## src/design/stun_rv_pkg.sv

```systemverilog
// Shared types, constants and helper functions for the STUN request validator.
// Has no dependencies; every other design file imports it.
package stun_rv_pkg;

  // Largest packet that is parsed; later bytes only mark the packet as too long.
  localparam int unsigned MaxPacketBytes = 2048;
  localparam int unsigned PosW           = $clog2(MaxPacketBytes);
  localparam int unsigned CountW         = PosW + 1;
  localparam int unsigned HeaderBytes    = 20;
  localparam int unsigned OutW           = 56;

  // Attribute and message type codes.
  localparam logic [15:0] TypeBindingReq  = 16'h0001;
  localparam logic [15:0] AttrUsername    = 16'h0006;
  localparam logic [15:0] AttrIntegrity   = 16'h0008;
  localparam logic [15:0] AttrFingerprint = 16'h8028;

  // CRC-32 constants.
  localparam logic [31:0] CrcInit    = 32'hFFFF_FFFF;
  localparam logic [31:0] CrcPoly    = 32'hEDB8_8320;
  localparam logic [31:0] FpXorValue = 32'h5354_554E;

  // Verdict codes, first error wins in the order checked by the verdict logic.
  typedef enum logic [3:0] {
    ST_OK          = 4'd0,
    ST_SHORT       = 4'd1,
    ST_COOKIE      = 4'd2,
    ST_LENGTH      = 4'd3,
    ST_ATTR_HDR    = 4'd4,
    ST_OVERRUN     = 4'd5,
    ST_AFTER_FP    = 4'd6,
    ST_FP_LENGTH   = 4'd7,
    ST_FP_MISMATCH = 4'd8,
    ST_TOO_LONG    = 4'd9
  } status_t;

  // Parser phase, one-hot.
  typedef enum logic [3:0] {
    PH_HEADER   = 4'b0001,
    PH_ATTR_HDR = 4'b0010,
    PH_VALUE    = 4'b0100,
    PH_DONE     = 4'b1000
  } phase_t;

  // Control from the parser to the CRC unit.
  typedef struct packed {
    logic       upd;
    logic       clr;
    logic [7:0] data;
  } crc_ctl_t;

  // Packet summary after the current byte, handed to the verdict logic.
  typedef struct packed {
    logic [CountW-1:0] byte_count;
    logic              cookie_bad;
    logic [15:0]       declared_length;
    logic [15:0]       message_type;
    status_t           walk_error;
    logic              user_seen;
    logic [PosW-1:0]   user_off;
    logic [PosW-1:0]   user_len;
    logic              integ_seen;
    logic [PosW-1:0]   integ_off;
    logic [PosW-1:0]   integ_len;
    logic              fp_seen;
    logic              fp_len_ok;
    logic [31:0]       fp_crc;
    logic [31:0]       fp_value;
  } summary_t;

  // Result word as carried on out_tdata, lowest field last.
  typedef struct packed {
    logic [3:0]  pad;
    logic        fingerprint_present;
    logic [10:0] integrity_length;
    logic [10:0] integrity_offset;
    logic        integrity_present;
    logic [10:0] username_length;
    logic [10:0] username_offset;
    logic        username_present;
    logic        is_binding_request;
    status_t     status;
  } result_t;

  // Reflected CRC-32 over one byte, bit at a time.
  function automatic logic [31:0] crc_byte(input logic [31:0] crc, input logic [7:0] b);
    logic [31:0] c;
    c = crc ^ {24'd0, b};
    for (int i = 0; i < 8; i++) begin
      c = c[0] ? ((c >> 1) ^ CrcPoly) : (c >> 1);
    end
    return c;
  endfunction

  // Expected magic cookie byte at header offsets 4 to 7.
  function automatic logic [7:0] cookie_byte(input logic [1:0] idx);
    logic [7:0] v;
    unique case (idx)
      2'd0: v = 8'h21;
      2'd1: v = 8'h12;
      2'd2: v = 8'hA4;
      default: v = 8'h42;
    endcase
    return v;
  endfunction

endpackage

```

## src/design/stun_rv_crc.sv

```systemverilog
// Running CRC-32 over the parsed bytes of the current packet.
// Depends on stun_rv_pkg for the CRC function and the control struct.
module stun_rv_crc (
  input  logic                  clk,
  input  logic                  rst_n,
  input  stun_rv_pkg::crc_ctl_t ctl,
  output logic [31:0]           crc
);
  import stun_rv_pkg::*;

  logic [31:0] crc_r;
  logic [31:0] crc_nxt;

  // Clear at the end of a packet, otherwise fold in each parsed byte.
  always_comb begin
    crc_nxt = crc_r;
    if (ctl.clr) begin
      crc_nxt = CrcInit;
    end else if (ctl.upd) begin
      crc_nxt = crc_byte(crc_r, ctl.data);
    end
  end

  always_ff @(posedge clk) begin
    if (!rst_n) begin
      crc_r <= CrcInit;
    end else begin
      crc_r <= crc_nxt;
    end
  end

  assign crc = crc_r;

endmodule

```

## src/design/stun_rv_walk.sv

```systemverilog
// Header check and attribute walk, one byte per step, with per-packet state.
// Depends on stun_rv_pkg; drives the CRC unit and feeds the verdict logic.
module stun_rv_walk (
  input  logic                  clk,
  input  logic                  rst_n,
  input  logic                  fire,
  input  logic [7:0]            data,
  input  logic                  last,
  input  logic [31:0]           crc,
  output stun_rv_pkg::crc_ctl_t crc_ctl,
  output stun_rv_pkg::summary_t summary
);
  import stun_rv_pkg::*;

  // Packet state.
  logic [CountW-1:0] byte_count_r,  byte_count_w,  byte_count_nxt;
  phase_t            phase_r,       phase_w,       phase_nxt;
  logic [15:0]       msg_type_r,    msg_type_w,    msg_type_nxt;
  logic [15:0]       decl_len_r,    decl_len_w,    decl_len_nxt;
  logic              cookie_bad_r,  cookie_bad_w,  cookie_bad_nxt;
  logic [15:0]       body_rem_r,    body_rem_w,    body_rem_nxt;
  logic [15:0]       attr_code_r,   attr_code_w,   attr_code_nxt;
  logic [15:0]       attr_rem_r,    attr_rem_w,    attr_rem_nxt;
  logic [1:0]        hdr_idx_r,     hdr_idx_w,     hdr_idx_nxt;
  logic [2:0]        val_idx_r,     val_idx_w,     val_idx_nxt;
  status_t           walk_err_r,    walk_err_w,    walk_err_nxt;
  logic [31:0]       crc_start_r,   crc_start_w,   crc_start_nxt;
  logic              user_seen_r,   user_seen_w,   user_seen_nxt;
  logic [PosW-1:0]   user_off_r,    user_off_w,    user_off_nxt;
  logic [PosW-1:0]   user_len_r,    user_len_w,    user_len_nxt;
  logic              integ_seen_r,  integ_seen_w,  integ_seen_nxt;
  logic [PosW-1:0]   integ_off_r,   integ_off_w,   integ_off_nxt;
  logic [PosW-1:0]   integ_len_r,   integ_len_w,   integ_len_nxt;
  logic              fp_seen_r,     fp_seen_w,     fp_seen_nxt;
  logic              fp_len_ok_r,   fp_len_ok_w,   fp_len_ok_nxt;
  logic [31:0]       fp_crc_r,      fp_crc_w,      fp_crc_nxt;
  logic [31:0]       fp_value_r,    fp_value_w,    fp_value_nxt;

  logic              in_range;
  logic [PosW-1:0]   pos;
  logic [16:0]       padded;
  logic [15:0]       body_m4;
  logic [15:0]       attr_len_w;

  assign in_range   = (byte_count_r < CountW'(MaxPacketBytes));
  assign pos        = byte_count_r[PosW-1:0];
  assign attr_len_w = {attr_rem_r[7:0], data};
  assign padded     = ({1'b0, attr_len_w} + 17'd3) & ~17'd3;
  assign body_m4    = body_rem_r - 16'd4;

  // Parse one byte: the walked state after this byte.
  always_comb begin
    byte_count_w = in_range ? byte_count_r + 1'b1 : CountW'(MaxPacketBytes + 1);
    phase_w      = phase_r;
    msg_type_w   = msg_type_r;
    decl_len_w   = decl_len_r;
    cookie_bad_w = cookie_bad_r;
    body_rem_w   = body_rem_r;
    attr_code_w  = attr_code_r;
    attr_rem_w   = attr_rem_r;
    hdr_idx_w    = hdr_idx_r;
    val_idx_w    = val_idx_r;
    walk_err_w   = walk_err_r;
    crc_start_w  = crc_start_r;
    user_seen_w  = user_seen_r;
    user_off_w   = user_off_r;
    user_len_w   = user_len_r;
    integ_seen_w = integ_seen_r;
    integ_off_w  = integ_off_r;
    integ_len_w  = integ_len_r;
    fp_seen_w    = fp_seen_r;
    fp_len_ok_w  = fp_len_ok_r;
    fp_crc_w     = fp_crc_r;
    fp_value_w   = fp_value_r;
    if (in_range) begin
      unique case (phase_r)
        PH_HEADER: begin
          if (pos < PosW'(2)) begin
            msg_type_w = {msg_type_r[7:0], data};
          end else if (pos < PosW'(4)) begin
            decl_len_w = {decl_len_r[7:0], data};
          end else if (pos < PosW'(8) && data != cookie_byte(pos[1:0])) begin
            cookie_bad_w = 1'b1;
          end
          if (pos == PosW'(HeaderBytes - 1)) begin
            body_rem_w = decl_len_r;
            hdr_idx_w  = 2'd0;
            phase_w    = (decl_len_r != 16'd0) ? PH_ATTR_HDR : PH_DONE;
          end
        end
        PH_ATTR_HDR: begin
          if (hdr_idx_r == 2'd0 && !fp_seen_r) begin
            crc_start_w = crc;
          end
          if (hdr_idx_r == 2'd0 && body_rem_r < 16'd4) begin
            // Not even room for an attribute header.
            walk_err_w = ST_ATTR_HDR;
            phase_w    = PH_DONE;
          end else begin
            if (hdr_idx_r < 2'd2) begin
              attr_code_w = {attr_code_r[7:0], data};
            end else begin
              attr_rem_w = attr_len_w;
            end
            hdr_idx_w = hdr_idx_r + 2'd1;
            if (hdr_idx_r == 2'd3) begin
              body_rem_w = body_m4;
              if (padded > {1'b0, body_m4}) begin
                walk_err_w = ST_OVERRUN;
                phase_w    = PH_DONE;
              end else if (fp_seen_r) begin
                walk_err_w = ST_AFTER_FP;
                phase_w    = PH_DONE;
              end else begin
                // Note where the attributes of interest sit.
                if (attr_code_r == AttrUsername) begin
                  user_seen_w = 1'b1;
                  user_off_w  = pos + PosW'(1);
                  user_len_w  = padded[PosW-1:0];
                end else if (attr_code_r == AttrIntegrity) begin
                  integ_seen_w = 1'b1;
                  integ_off_w  = pos - PosW'(3);
                  integ_len_w  = padded[PosW-1:0];
                end else if (attr_code_r == AttrFingerprint) begin
                  fp_seen_w   = 1'b1;
                  fp_len_ok_w = (padded == 17'd4);
                  fp_crc_w    = crc_start_r;
                end
                attr_rem_w = padded[15:0];
                body_rem_w = body_m4 - padded[15:0];
                val_idx_w  = 3'd0;
                if (padded == 17'd0) begin
                  hdr_idx_w = 2'd0;
                  phase_w   = (body_m4 != 16'd0) ? PH_ATTR_HDR : PH_DONE;
                end else begin
                  phase_w = PH_VALUE;
                end
              end
            end
          end
        end
        PH_VALUE: begin
          // The fingerprint value is its first four bytes, big-endian.
          if (attr_code_r == AttrFingerprint && !val_idx_r[2]) begin
            fp_value_w = {fp_value_r[23:0], data};
          end
          if (!val_idx_r[2]) begin
            val_idx_w = val_idx_r + 3'd1;
          end
          attr_rem_w = attr_rem_r - 16'd1;
          if (attr_rem_r == 16'd1) begin
            hdr_idx_w = 2'd0;
            phase_w   = (body_rem_r != 16'd0) ? PH_ATTR_HDR : PH_DONE;
          end
        end
        PH_DONE: begin
        end
        default: begin
        end
      endcase
    end
  end

  // Commit a step; the last byte of a packet returns everything to reset.
  always_comb begin
    byte_count_nxt = byte_count_r;
    phase_nxt      = phase_r;
    msg_type_nxt   = msg_type_r;
    decl_len_nxt   = decl_len_r;
    cookie_bad_nxt = cookie_bad_r;
    body_rem_nxt   = body_rem_r;
    attr_code_nxt  = attr_code_r;
    attr_rem_nxt   = attr_rem_r;
    hdr_idx_nxt    = hdr_idx_r;
    val_idx_nxt    = val_idx_r;
    walk_err_nxt   = walk_err_r;
    crc_start_nxt  = crc_start_r;
    user_seen_nxt  = user_seen_r;
    user_off_nxt   = user_off_r;
    user_len_nxt   = user_len_r;
    integ_seen_nxt = integ_seen_r;
    integ_off_nxt  = integ_off_r;
    integ_len_nxt  = integ_len_r;
    fp_seen_nxt    = fp_seen_r;
    fp_len_ok_nxt  = fp_len_ok_r;
    fp_crc_nxt     = fp_crc_r;
    fp_value_nxt   = fp_value_r;
    if (fire && last) begin
      byte_count_nxt = '0;
      phase_nxt      = PH_HEADER;
      msg_type_nxt   = '0;
      decl_len_nxt   = '0;
      cookie_bad_nxt = 1'b0;
      body_rem_nxt   = '0;
      attr_code_nxt  = '0;
      attr_rem_nxt   = '0;
      hdr_idx_nxt    = '0;
      val_idx_nxt    = '0;
      walk_err_nxt   = ST_OK;
      crc_start_nxt  = '0;
      user_seen_nxt  = 1'b0;
      user_off_nxt   = '0;
      user_len_nxt   = '0;
      integ_seen_nxt = 1'b0;
      integ_off_nxt  = '0;
      integ_len_nxt  = '0;
      fp_seen_nxt    = 1'b0;
      fp_len_ok_nxt  = 1'b0;
      fp_crc_nxt     = '0;
      fp_value_nxt   = '0;
    end else if (fire) begin
      byte_count_nxt = byte_count_w;
      phase_nxt      = phase_w;
      msg_type_nxt   = msg_type_w;
      decl_len_nxt   = decl_len_w;
      cookie_bad_nxt = cookie_bad_w;
      body_rem_nxt   = body_rem_w;
      attr_code_nxt  = attr_code_w;
      attr_rem_nxt   = attr_rem_w;
      hdr_idx_nxt    = hdr_idx_w;
      val_idx_nxt    = val_idx_w;
      walk_err_nxt   = walk_err_w;
      crc_start_nxt  = crc_start_w;
      user_seen_nxt  = user_seen_w;
      user_off_nxt   = user_off_w;
      user_len_nxt   = user_len_w;
      integ_seen_nxt = integ_seen_w;
      integ_off_nxt  = integ_off_w;
      integ_len_nxt  = integ_len_w;
      fp_seen_nxt    = fp_seen_w;
      fp_len_ok_nxt  = fp_len_ok_w;
      fp_crc_nxt     = fp_crc_w;
      fp_value_nxt   = fp_value_w;
    end
  end

  always_ff @(posedge clk) begin
    if (!rst_n) begin
      byte_count_r <= '0;
      phase_r      <= PH_HEADER;
      msg_type_r   <= '0;
      decl_len_r   <= '0;
      cookie_bad_r <= 1'b0;
      body_rem_r   <= '0;
      attr_code_r  <= '0;
      attr_rem_r   <= '0;
      hdr_idx_r    <= '0;
      val_idx_r    <= '0;
      walk_err_r   <= ST_OK;
      crc_start_r  <= '0;
      user_seen_r  <= 1'b0;
      user_off_r   <= '0;
      user_len_r   <= '0;
      integ_seen_r <= 1'b0;
      integ_off_r  <= '0;
      integ_len_r  <= '0;
      fp_seen_r    <= 1'b0;
      fp_len_ok_r  <= 1'b0;
      fp_crc_r     <= '0;
      fp_value_r   <= '0;
    end else begin
      byte_count_r <= byte_count_nxt;
      phase_r      <= phase_nxt;
      msg_type_r   <= msg_type_nxt;
      decl_len_r   <= decl_len_nxt;
      cookie_bad_r <= cookie_bad_nxt;
      body_rem_r   <= body_rem_nxt;
      attr_code_r  <= attr_code_nxt;
      attr_rem_r   <= attr_rem_nxt;
      hdr_idx_r    <= hdr_idx_nxt;
      val_idx_r    <= val_idx_nxt;
      walk_err_r   <= walk_err_nxt;
      crc_start_r  <= crc_start_nxt;
      user_seen_r  <= user_seen_nxt;
      user_off_r   <= user_off_nxt;
      user_len_r   <= user_len_nxt;
      integ_seen_r <= integ_seen_nxt;
      integ_off_r  <= integ_off_nxt;
      integ_len_r  <= integ_len_nxt;
      fp_seen_r    <= fp_seen_nxt;
      fp_len_ok_r  <= fp_len_ok_nxt;
      fp_crc_r     <= fp_crc_nxt;
      fp_value_r   <= fp_value_nxt;
    end
  end

  // The CRC covers parsed bytes only and restarts with each packet.
  assign crc_ctl.upd  = fire && in_range;
  assign crc_ctl.clr  = fire && last;
  assign crc_ctl.data = data;

  // Packet state including the current byte, for the verdict.
  assign summary.byte_count      = byte_count_w;
  assign summary.cookie_bad      = cookie_bad_w;
  assign summary.declared_length = decl_len_w;
  assign summary.message_type    = msg_type_w;
  assign summary.walk_error      = walk_err_w;
  assign summary.user_seen       = user_seen_w;
  assign summary.user_off        = user_off_w;
  assign summary.user_len        = user_len_w;
  assign summary.integ_seen      = integ_seen_w;
  assign summary.integ_off       = integ_off_w;
  assign summary.integ_len       = integ_len_w;
  assign summary.fp_seen         = fp_seen_w;
  assign summary.fp_len_ok       = fp_len_ok_w;
  assign summary.fp_crc          = fp_crc_w;
  assign summary.fp_value        = fp_value_w;

endmodule

```

## src/design/stun_rv_verdict.sv

```systemverilog
// Verdict logic: picks the first error in priority order and builds the result word.
// Depends on stun_rv_pkg for the summary and result types.
module stun_rv_verdict (
  input  stun_rv_pkg::summary_t summary,
  output stun_rv_pkg::result_t  result
);
  import stun_rv_pkg::*;

  status_t     status;
  logic [15:0] body_bytes;
  logic [31:0] fp_expect;

  assign body_bytes = {{(16 - CountW){1'b0}}, summary.byte_count} - 16'(HeaderBytes);
  assign fp_expect  = ~summary.fp_crc ^ FpXorValue;

  // Error priority: short, cookie, too long, length, walk, fingerprint checks.
  always_comb begin
    if (summary.byte_count < CountW'(HeaderBytes)) begin
      status = ST_SHORT;
    end else if (summary.cookie_bad) begin
      status = ST_COOKIE;
    end else if (summary.byte_count > CountW'(MaxPacketBytes)) begin
      status = ST_TOO_LONG;
    end else if (summary.declared_length != body_bytes) begin
      status = ST_LENGTH;
    end else if (summary.walk_error != ST_OK) begin
      status = summary.walk_error;
    end else if (summary.fp_seen && !summary.fp_len_ok) begin
      status = ST_FP_LENGTH;
    end else if (summary.fp_seen && fp_expect != summary.fp_value) begin
      status = ST_FP_MISMATCH;
    end else begin
      status = ST_OK;
    end
  end

  // A failed packet reports the status alone.
  always_comb begin
    result        = '0;
    result.status = status;
    if (status == ST_OK) begin
      result.is_binding_request  = (summary.message_type == TypeBindingReq);
      result.username_present    = summary.user_seen;
      result.username_offset     = 11'(summary.user_off);
      result.username_length     = 11'(summary.user_len);
      result.integrity_present   = summary.integ_seen;
      result.integrity_offset    = 11'(summary.integ_off);
      result.integrity_length    = 11'(summary.integ_len);
      result.fingerprint_present = summary.fp_seen;
    end
  end

endmodule

```

## src/design/stun_request_validator_top.sv

```systemverilog
// STUN request validator: takes one packet byte per word on in_* and gives one verdict
// word on out_* after the last byte. Built on stun_rv_pkg, crc, walk and verdict modules.
//
// The block accepts one byte per cycle unless held up (see below): each byte is captured
// in an input register and fully parsed from there, together with one step of the
// running CRC-32. The verdict is written to an output register, so a new packet can
// stream in while the verdict is still waiting. Only the last byte of a packet can be
// held up, and only while the previous verdict has not yet been taken. The verdict
// reports the first error (short, cookie, too long, length, attribute walk, fingerprint
// length, fingerprint mismatch) and, for a good packet, where the USERNAME and
// MESSAGE-INTEGRITY attributes sit. MESSAGE-INTEGRITY is located but not verified.
// Bytes beyond 2048 are not parsed and make the packet too long.
module stun_request_validator_top (
  input  logic        clk,
  input  logic        rst_n,
  input  logic        in_tvalid,
  output logic        in_tready,
  input  logic [7:0]  in_tdata,   // [7:0] data_byte
  input  logic        in_tlast,   // last_byte
  output logic        out_tvalid,
  input  logic        out_tready,
  // [3:0] status, [4] is_binding_request, [5] username_present,
  // [16:6] username_offset, [27:17] username_length, [28] integrity_present,
  // [39:29] integrity_offset, [50:40] integrity_length, [51] fingerprint_present,
  // [55:52] zero
  output logic [55:0] out_tdata
);
  import stun_rv_pkg::*;

  logic       in_vld_r;
  logic [7:0] in_byte_r;
  logic       in_last_r;
  logic       out_vld_r;
  result_t    out_data_r;
  logic       out_free;
  logic       consume;
  logic [31:0] crc;
  crc_ctl_t   crc_ctl;
  summary_t   summary;
  result_t    result;

  // A last byte stays in the input register while the verdict slot is full and not taken.
  assign out_free  = !out_vld_r || out_tready;
  assign consume   = in_vld_r && (!in_last_r || out_free);
  assign in_tready = !in_vld_r || consume;

  // Input register.
  always_ff @(posedge clk) begin
    if (!rst_n) begin
      in_vld_r <= 1'b0;
    end else if (in_tready) begin
      in_vld_r <= in_tvalid;
    end
  end

  always_ff @(posedge clk) begin
    if (in_tvalid && in_tready) begin
      in_byte_r <= in_tdata;
      in_last_r <= in_tlast;
    end
  end

  stun_rv_crc u_crc (
    .clk  (clk),
    .rst_n(rst_n),
    .ctl  (crc_ctl),
    .crc  (crc)
  );

  stun_rv_walk u_walk (
    .clk    (clk),
    .rst_n  (rst_n),
    .fire   (consume),
    .data   (in_byte_r),
    .last   (in_last_r),
    .crc    (crc),
    .crc_ctl(crc_ctl),
    .summary(summary)
  );

  stun_rv_verdict u_verdict (
    .summary(summary),
    .result (result)
  );

  // Output register holding one verdict word.
  always_ff @(posedge clk) begin
    if (!rst_n) begin
      out_vld_r <= 1'b0;
    end else if (consume && in_last_r) begin
      out_vld_r <= 1'b1;
    end else if (out_tready) begin
      out_vld_r <= 1'b0;
    end
  end

  always_ff @(posedge clk) begin
    if (consume && in_last_r) begin
      out_data_r <= result;
    end
  end

  assign out_tvalid = out_vld_r;
  assign out_tdata  = out_data_r;

  // Every last byte that is parsed yields a verdict in the next cycle.
  a_last_gives_verdict: assert property (@(posedge clk) disable iff (!rst_n)
    consume && in_last_r |=> out_tvalid)
    else $error("last byte parsed without a verdict");

  // A last byte is never parsed while an untaken verdict would be overwritten.
  a_no_verdict_loss: assert property (@(posedge clk) disable iff (!rst_n)
    consume && in_last_r |-> !out_vld_r || out_tready)
    else $error("verdict overwritten before it was taken");

  // A failed packet carries no attribute information.
  a_error_clears_fields: assert property (@(posedge clk) disable iff (!rst_n)
    out_tvalid && out_tdata[3:0] != ST_OK |-> out_tdata[55:4] == '0)
    else $error("error verdict with nonzero fields");

  // The status is always one of the defined codes.
  a_status_range: assert property (@(posedge clk) disable iff (!rst_n)
    out_tvalid |-> out_tdata[3:0] <= ST_TOO_LONG)
    else $error("undefined status code");

endmodule
```

## config.mk

```make
export PLATFORM = sky130hd
export DESIGN_NAME = stun_request_validator_top
export DESIGN_NICKNAME = d
export VERILOG_FILES = /design/src/design/stun_rv_pkg.sv /design/src/design/stun_rv_crc.sv /design/src/design/stun_rv_walk.sv /design/src/design/stun_rv_verdict.sv /design/src/design/stun_request_validator_top.sv
export SDC_FILE = /design/constraint.sdc
export NUM_CORES = 1
export LEC_CHECK = 0
export BUFFER_PORTS_ARGS = -buffer_cell sky130_fd_sc_hd__buf_2
export CORE_ASPECT_RATIO = 0.7
export CORE_MARGIN = 2
export CORE_UTILIZATION = 65
export DETAILED_ROUTE_END_ITERATION = 7
export GPL_ROUTABILITY_DRIVEN = 0
export PLACE_DENSITY = 0.83
export SYNTH_ARGS = -nofsm -noshare
export SYNTH_HDL_FRONTEND = slang
export SYNTH_SLANG_ARGS = --single-unit
```

## constraint.sdc

```tcl
create_clock -name clk -period 8.4 [get_ports clk]
set_input_delay 2.52 -clock clk [delete_from_list [all_inputs] [get_ports clk]]
set_output_delay 2.52 -clock clk [all_outputs]
set_load 0.005 [all_outputs]
```

Word-level counts from Yosys, hierarchy flattened:

Cells that the tools add are included.

* register bits after elaboration: 345
* bits in latches: 0
* RAM bits: 0
* memory bits (read-only): 0
* bits of input ports: 13
* logic and storage cells: 286
* memories: 0

* add/subtract/negate cells: 10
* multiply operators: 0
* div/mod/pow operators: 0
* order comparisons: 9
* equality and inequality tests: 24
* shifts and indexed selects: 0
* mux-type cells: 153
* bitwise gates (word level): 13
* reduce and logical (&&, ||, !) cells: 40

Operators by type and width (number)
* 32-bit two-way mux: 20
* 11-bit two-way mux: 30
* 16-bit two-way mux: 17
* 13-bit inverter with 14-bit output: 8
* 4-bit two-way mux: 23
* 16-bit case mux with 2 select lines: 2
* 16-bit nonzero test: 3
* 1-bit two-way mux: 40
* 16-bit by 1-bit equality test with 1-bit output, second input constant: 2
* 8-bit two-way mux: 4
* 32-bit != test: 1
* 32-bit inverter: 1
* 32-bit by 8-bit XOR with 32-bit output: 1
* 8-bit case mux with 3 select lines: 1
* 6-bit AND reduction: 3
* 16-bit by 2-bit adder with 17-bit output, second input constant: 1
* 17-bit by 16-bit greater-than comparator with 1-bit output: 1
* 17-bit logical NOT: 1
* 16-bit equality test, second input constant: 1
* 16-bit by 3-bit equality test with 1-bit output, second input constant: 1
* 16-bit by 4-bit equality test with 1-bit output, second input constant: 1
* 16-bit by 3-bit < comparator with 1-bit output, second input constant: 1
* 16-bit != test: 1
* 16-bit by 1-bit subtractor with 16-bit output, second input constant: 1
* 47 further kinds: 84

Logic depth before layout (Yosys ltp):

* word-level depth: 22
* gate-level depth with buffers: 24
* gate-level depth less buffers: 20

Hierarchy:

From an unflattened synthesis, not the netlist that was laid out.

* cell total of the unflattened synthesis: 2385
* area, all modules: 19759.0 µm²

Modules (own cells, without submodules)
* stun_rv_walk: instances 1, cells an instance 1838, area an instance 14046.0 µm², seq. area each 5004.8 µm²
* stun_request_validator_top: instances 1, cells an instance 77, area an instance 2069.5 µm², seq. area each 1991.9 µm²
* stun_rv_crc: instances 1, cells an instance 202, area an instance 1910.6 µm², seq. area each 640.6 µm²
* stun_rv_verdict: instances 1, cells an instance 268, area an instance 1732.9 µm², seq. area each 0.0 µm²

Worst setup path after synthesis:

No wires, ideal clock.

* path type: input to output
* start: in out_tready
* end: out in_tready
* data arrival time: 2.830 ns
* required time: 5.880 ns
* slack: 3.050 ns
* stages: 2
* path buffers: 0
* path through: nor2b_1 > nand3_1

* longest elaborated chain between the ends: 4

Ends and longest elaborated chain
* start: declaration: line stun_request_validator_top.sv:21 `input logic out_tready,`
* 1-bit logical OR: line stun_request_validator_top.sv:43 `assign out_free = !out_vld_r || out_tready;`
* 1-bit logical OR: line stun_request_validator_top.sv:44 `assign consume = in_vld_r && (!in_last_r || out_free);`
* 1-bit logical AND: line stun_request_validator_top.sv:44
* 1-bit logical OR: line stun_request_validator_top.sv:45 `assign in_tready = !in_vld_r || consume;`
* end: declaration: line stun_request_validator_top.sv:17 `output logic in_tready,`

Every way passes these cells.

Worst setup path in the final report:

* start: reg in_byte_r[0]
* end: reg out_data_r, in the netlist out_tdata[29], data pin

* longest elaborated chain between the ends: 20

Ends and longest elaborated chain
* start: declaration: line stun_request_validator_top.sv:31 `logic [7:0] in_byte_r;`
* start signal: assignment: line stun_request_validator_top.sv:58 `in_byte_r <= in_tdata;`
* branches (longest 20 deep; another with 16-bit by 2-bit adder with 17-bit output)
* end signal: assignment: line stun_request_validator_top.sv:99 `out_data_r <= result;`
* end: declaration: line stun_request_validator_top.sv:34 `result_t out_data_r;`

Several ways; the timed one is not identified.
A chain may end at the register's enable or synchronous reset.

==> out/qor.csv <==
metric;value;unit
vias;17670;
yosysWarnings;0;
period_needed;7566;ps
vias_per_cell;6.649;
comb_power_share;8.6;%
ir_drop;133.5;µV
setup_viol;0;
cap_violations;0;
startpoint_type;flop;
cts_num_sinks;345;
postRouteAntennaNets;0;
critPathMaxFanout;33;
first_iter_violations;2789;
hold_buffers;0;
cts_tree;yes;
cts_setup_buffers;0;
syn_area;0.01867;mm²
synth.distinct_cells;79;
fin_setup_tns;0;ps
synth.avg_cell_area;8.140;µm²
dr.pass1.iters;7;
critPathArrivalTime;7880;ps
nFillCells;2068;
clkPwrFrac;45.1;%
required;8710;ps
drc;0;
fmax;0.1322;GHz
slew_violations;0;
p_total;3.743;mW
wire_per_inst;20.88;µm
start_util;66.66;%
yosysTopAreaCellShare;30.45;%
fin_worst_skew;29.10;ps
clk_pin_slew;70;ps
first_global_vias;15890;
hpwl;37.45;mm
overflow;0;
multiInputGateArea;0.01038;mm²
fp-row-count;51;
area_growth;9.240;%
seq_area;0.007517;mm²
power_frac_seq;46.2;%
p_sw;0.9382;mW
grt_pass1_wl;87.33;mm
synth-seq-cells;345;
netSwitchingFraction;25.07;%
antennaDiodeCount;0;
synthFlopType;dfxtp_1;
track_usage;36.22;%
seq_area_frac_synth;40.25;%
numCtsBuffers;35;
hp-class;flop to flop;
grt_max_degree;241;
slew_headroom;24.11;%
synth.area.top_cells;dfxtp_1 (30%), edfxtp_1 (9.8%), nand2_1 (8.6%);
postSynthCellCount;2294;
clockBufferDepth;3;
insertion_delay;560;ps
core;0.02801;mm²
rsz0062_at_grt;no;
die_area;0.03012;mm²
worstSetupPathType;flop to flop;
leakage;7.085;nW
root_buffer;clkbuf_16;
die_w;206.6;µm
die_h;145.8;µm
fin_crit_sh;90.08;%
synth_top_area_cell;dfxtp_1;
final_layout_size_suffix_gt1_share;8.833;%
hold_viol;0;
worst_setup_path_end_kind;flop;
max_slew.worst_pin.slew;1136;ps
ios;71;
status;finished clean;
p_int;2.805;mW
powerDensity;183.5;mW/mm²
antenna_found_initial;0;
wirelength;55.50;mm
fin_nets;2312;
cts_max_level;2;
async_reset_ff_share;0;%
synth_edf_count;61;
portBuffers;66;
cts-resized-gates;0;
[worst max-delay path, cell delays in order, from the launching register on]
cell       delay [ps]
edfxtp_1          740
o211ai_2          340
or3_1             520
xnor2_1           610
ha_1              390
nand4_1           220
nor4_1            350
a31o_2            250
inv_1              50
a221o_1           390
or3_1             780
nor2_2            500
mux2i_1           280
xor2_1             90
nor4_1            430
a31oi_4           500
buf_4             400
a2111oi_0         440
[path summary, 6_finish.rpt]
| check | to | slack, ps | startpoint | depth (start not counted) |
|---|---|---|---|---|
| max | out_tdata[29] | 830 | in_byte_r[0] | 17 |
| min | u_walk.fp_crc_r[24] | 450 | u_walk.fp_crc_r[24] | 2 |
| max reg2reg | out_tdata[29] | 830 | in_byte_r[0] | 17 |
| min reg2reg | u_walk.fp_crc_r[24] | 450 | u_walk.fp_crc_r[24] | 2 |
[cell families (layout without fill, tap and decap cells)]
kind of cell | Yosys count | count (layout) | share of synthesized area (%)
other cells | 1 | 4 | 0.02008
buf+inv | 225 | 215 | 4.670
fa+ha+maj | 39 | 39 | 2.653
flops | 345 | 345 | 40.25
simple gates | 886 | 886 | 21.40
compound gates | 542 | 542 | 18.39
xor+xnor | 171 | 171 | 8.020
mux | 85 | 85 | 4.596
[synthesized netlist by cell type, types with 8 or more instances]
| library cell | count |
|---|---|
| nor4_1 | 31 |
| or3_1 | 12 |
| a21oi_1 | 237 |
| nor3_1 | 59 |
| nor2_1 | 195 |
| nand3_1 | 33 |
| edfxtp_1 | 61 |
| o21ai_0 | 72 |
| mux2i_1 | 79 |
| o22ai_1 | 8 |
| clkbuf_1 | 145 |
| and2_1 | 11 |
| nand4_1 | 25 |
| and3_1 | 20 |
| a211oi_1 | 61 |
| xor2_1 | 62 |
| nor4b_1 | 10 |
| ha_1 | 38 |
| xnor2_1 | 109 |
| dfxtp_1 | 284 |
| a2111oi_0 | 25 |
| nand2_1 | 429 |
| nor2b_1 | 16 |
| o211ai_1 | 39 |
| buf_1 | 18 |
| a31oi_1 | 15 |
| inv_1 | 49 |
[per-stage QoR]
stage / hold WS [ps] / utilization (%) / area [µm²] / cells / setup WS [ps]
finish: 450.9 / 72.82 / 20400 / 2658 / 833.6
global route: 472.0 / 72.82 / 20400 / 2658 / 483.1
CTS: 452.1 / 72.82 / 20400 / 2658 / 1062
detailed placement: 443.3 / 68.37 / 19150 / 2594 / 1109
global placement: 437.2 / 68.37 / 19150 / 2594 / 1519
floorplan: 431.2 / - / 18690 / 2297 / 3050
[placed cells by master (no fill, tap or decap), types with 12 or more instances in the layout]
cell       Yosys  routed
a2111oi_0     25      25
a211oi_1      61      61
a21oi_1      237     237
a31oi_1       15      14
and3_1        20      19
buf_2          7      66
buf_4          5      34
clkbuf_16      0      36
dfxtp_1      284     284
edfxtp_1      61      61
ha_1          38      38
inv_1         49      49
mux2i_1       79      79
nand2_1      429     428
nand3_1       33      33
nand4_1       25      25
nor2_1       195     193
nor2b_1       16      15
nor3_1        59      56
nor4_1        31      31
o211ai_1      39      39
o21ai_0       72      71
or3_1         12      12
xnor2_1      109     109
xor2_1        62      62
[power by group through the flow]
stage	combinational, mW	sequential [mW]	clock, mW
floorplan	0.245	1.76	0
global placement	0.304	1.76	0
detailed placement	0.311	1.77	0
CTS	0.317	1.73	1.69
global route	0.347	1.73	1.76
finish	0.323	1.73	1.69
[sequential cells by signal, summed over array words and instances, names as in the netlist, 32 cells and up]
signal              count
u_walk.fp_value_r      32
u_walk.crc_start_r     32
out_tdata              52
u_walk.fp_crc_r        32
u_crc.crc              32
[final cells by class]
class                      count  share of cell area, %
sequential                   345                  36.85
clock buffer                  42                  4.674
tap                          371                  2.276
inverter                      50                 0.9200
multi-input combinational   1727                  50.87
clock inverter                22                  1.441
timing repair buffer         101                  2.969
[routing by layer]
layer | up-vias | wire (µm) | track usage [%]
li1 | 8012 | - | -
met4 | 0 | 1558 | 11.29
met1 | 8374 | 23100 | 53.92
met5 | - | 0 | 0
met2 | 1130 | 23300 | 51.22
met3 | 157 | 7537 | 8.934
Note: power is estimated with default switching activity, not from simulation.
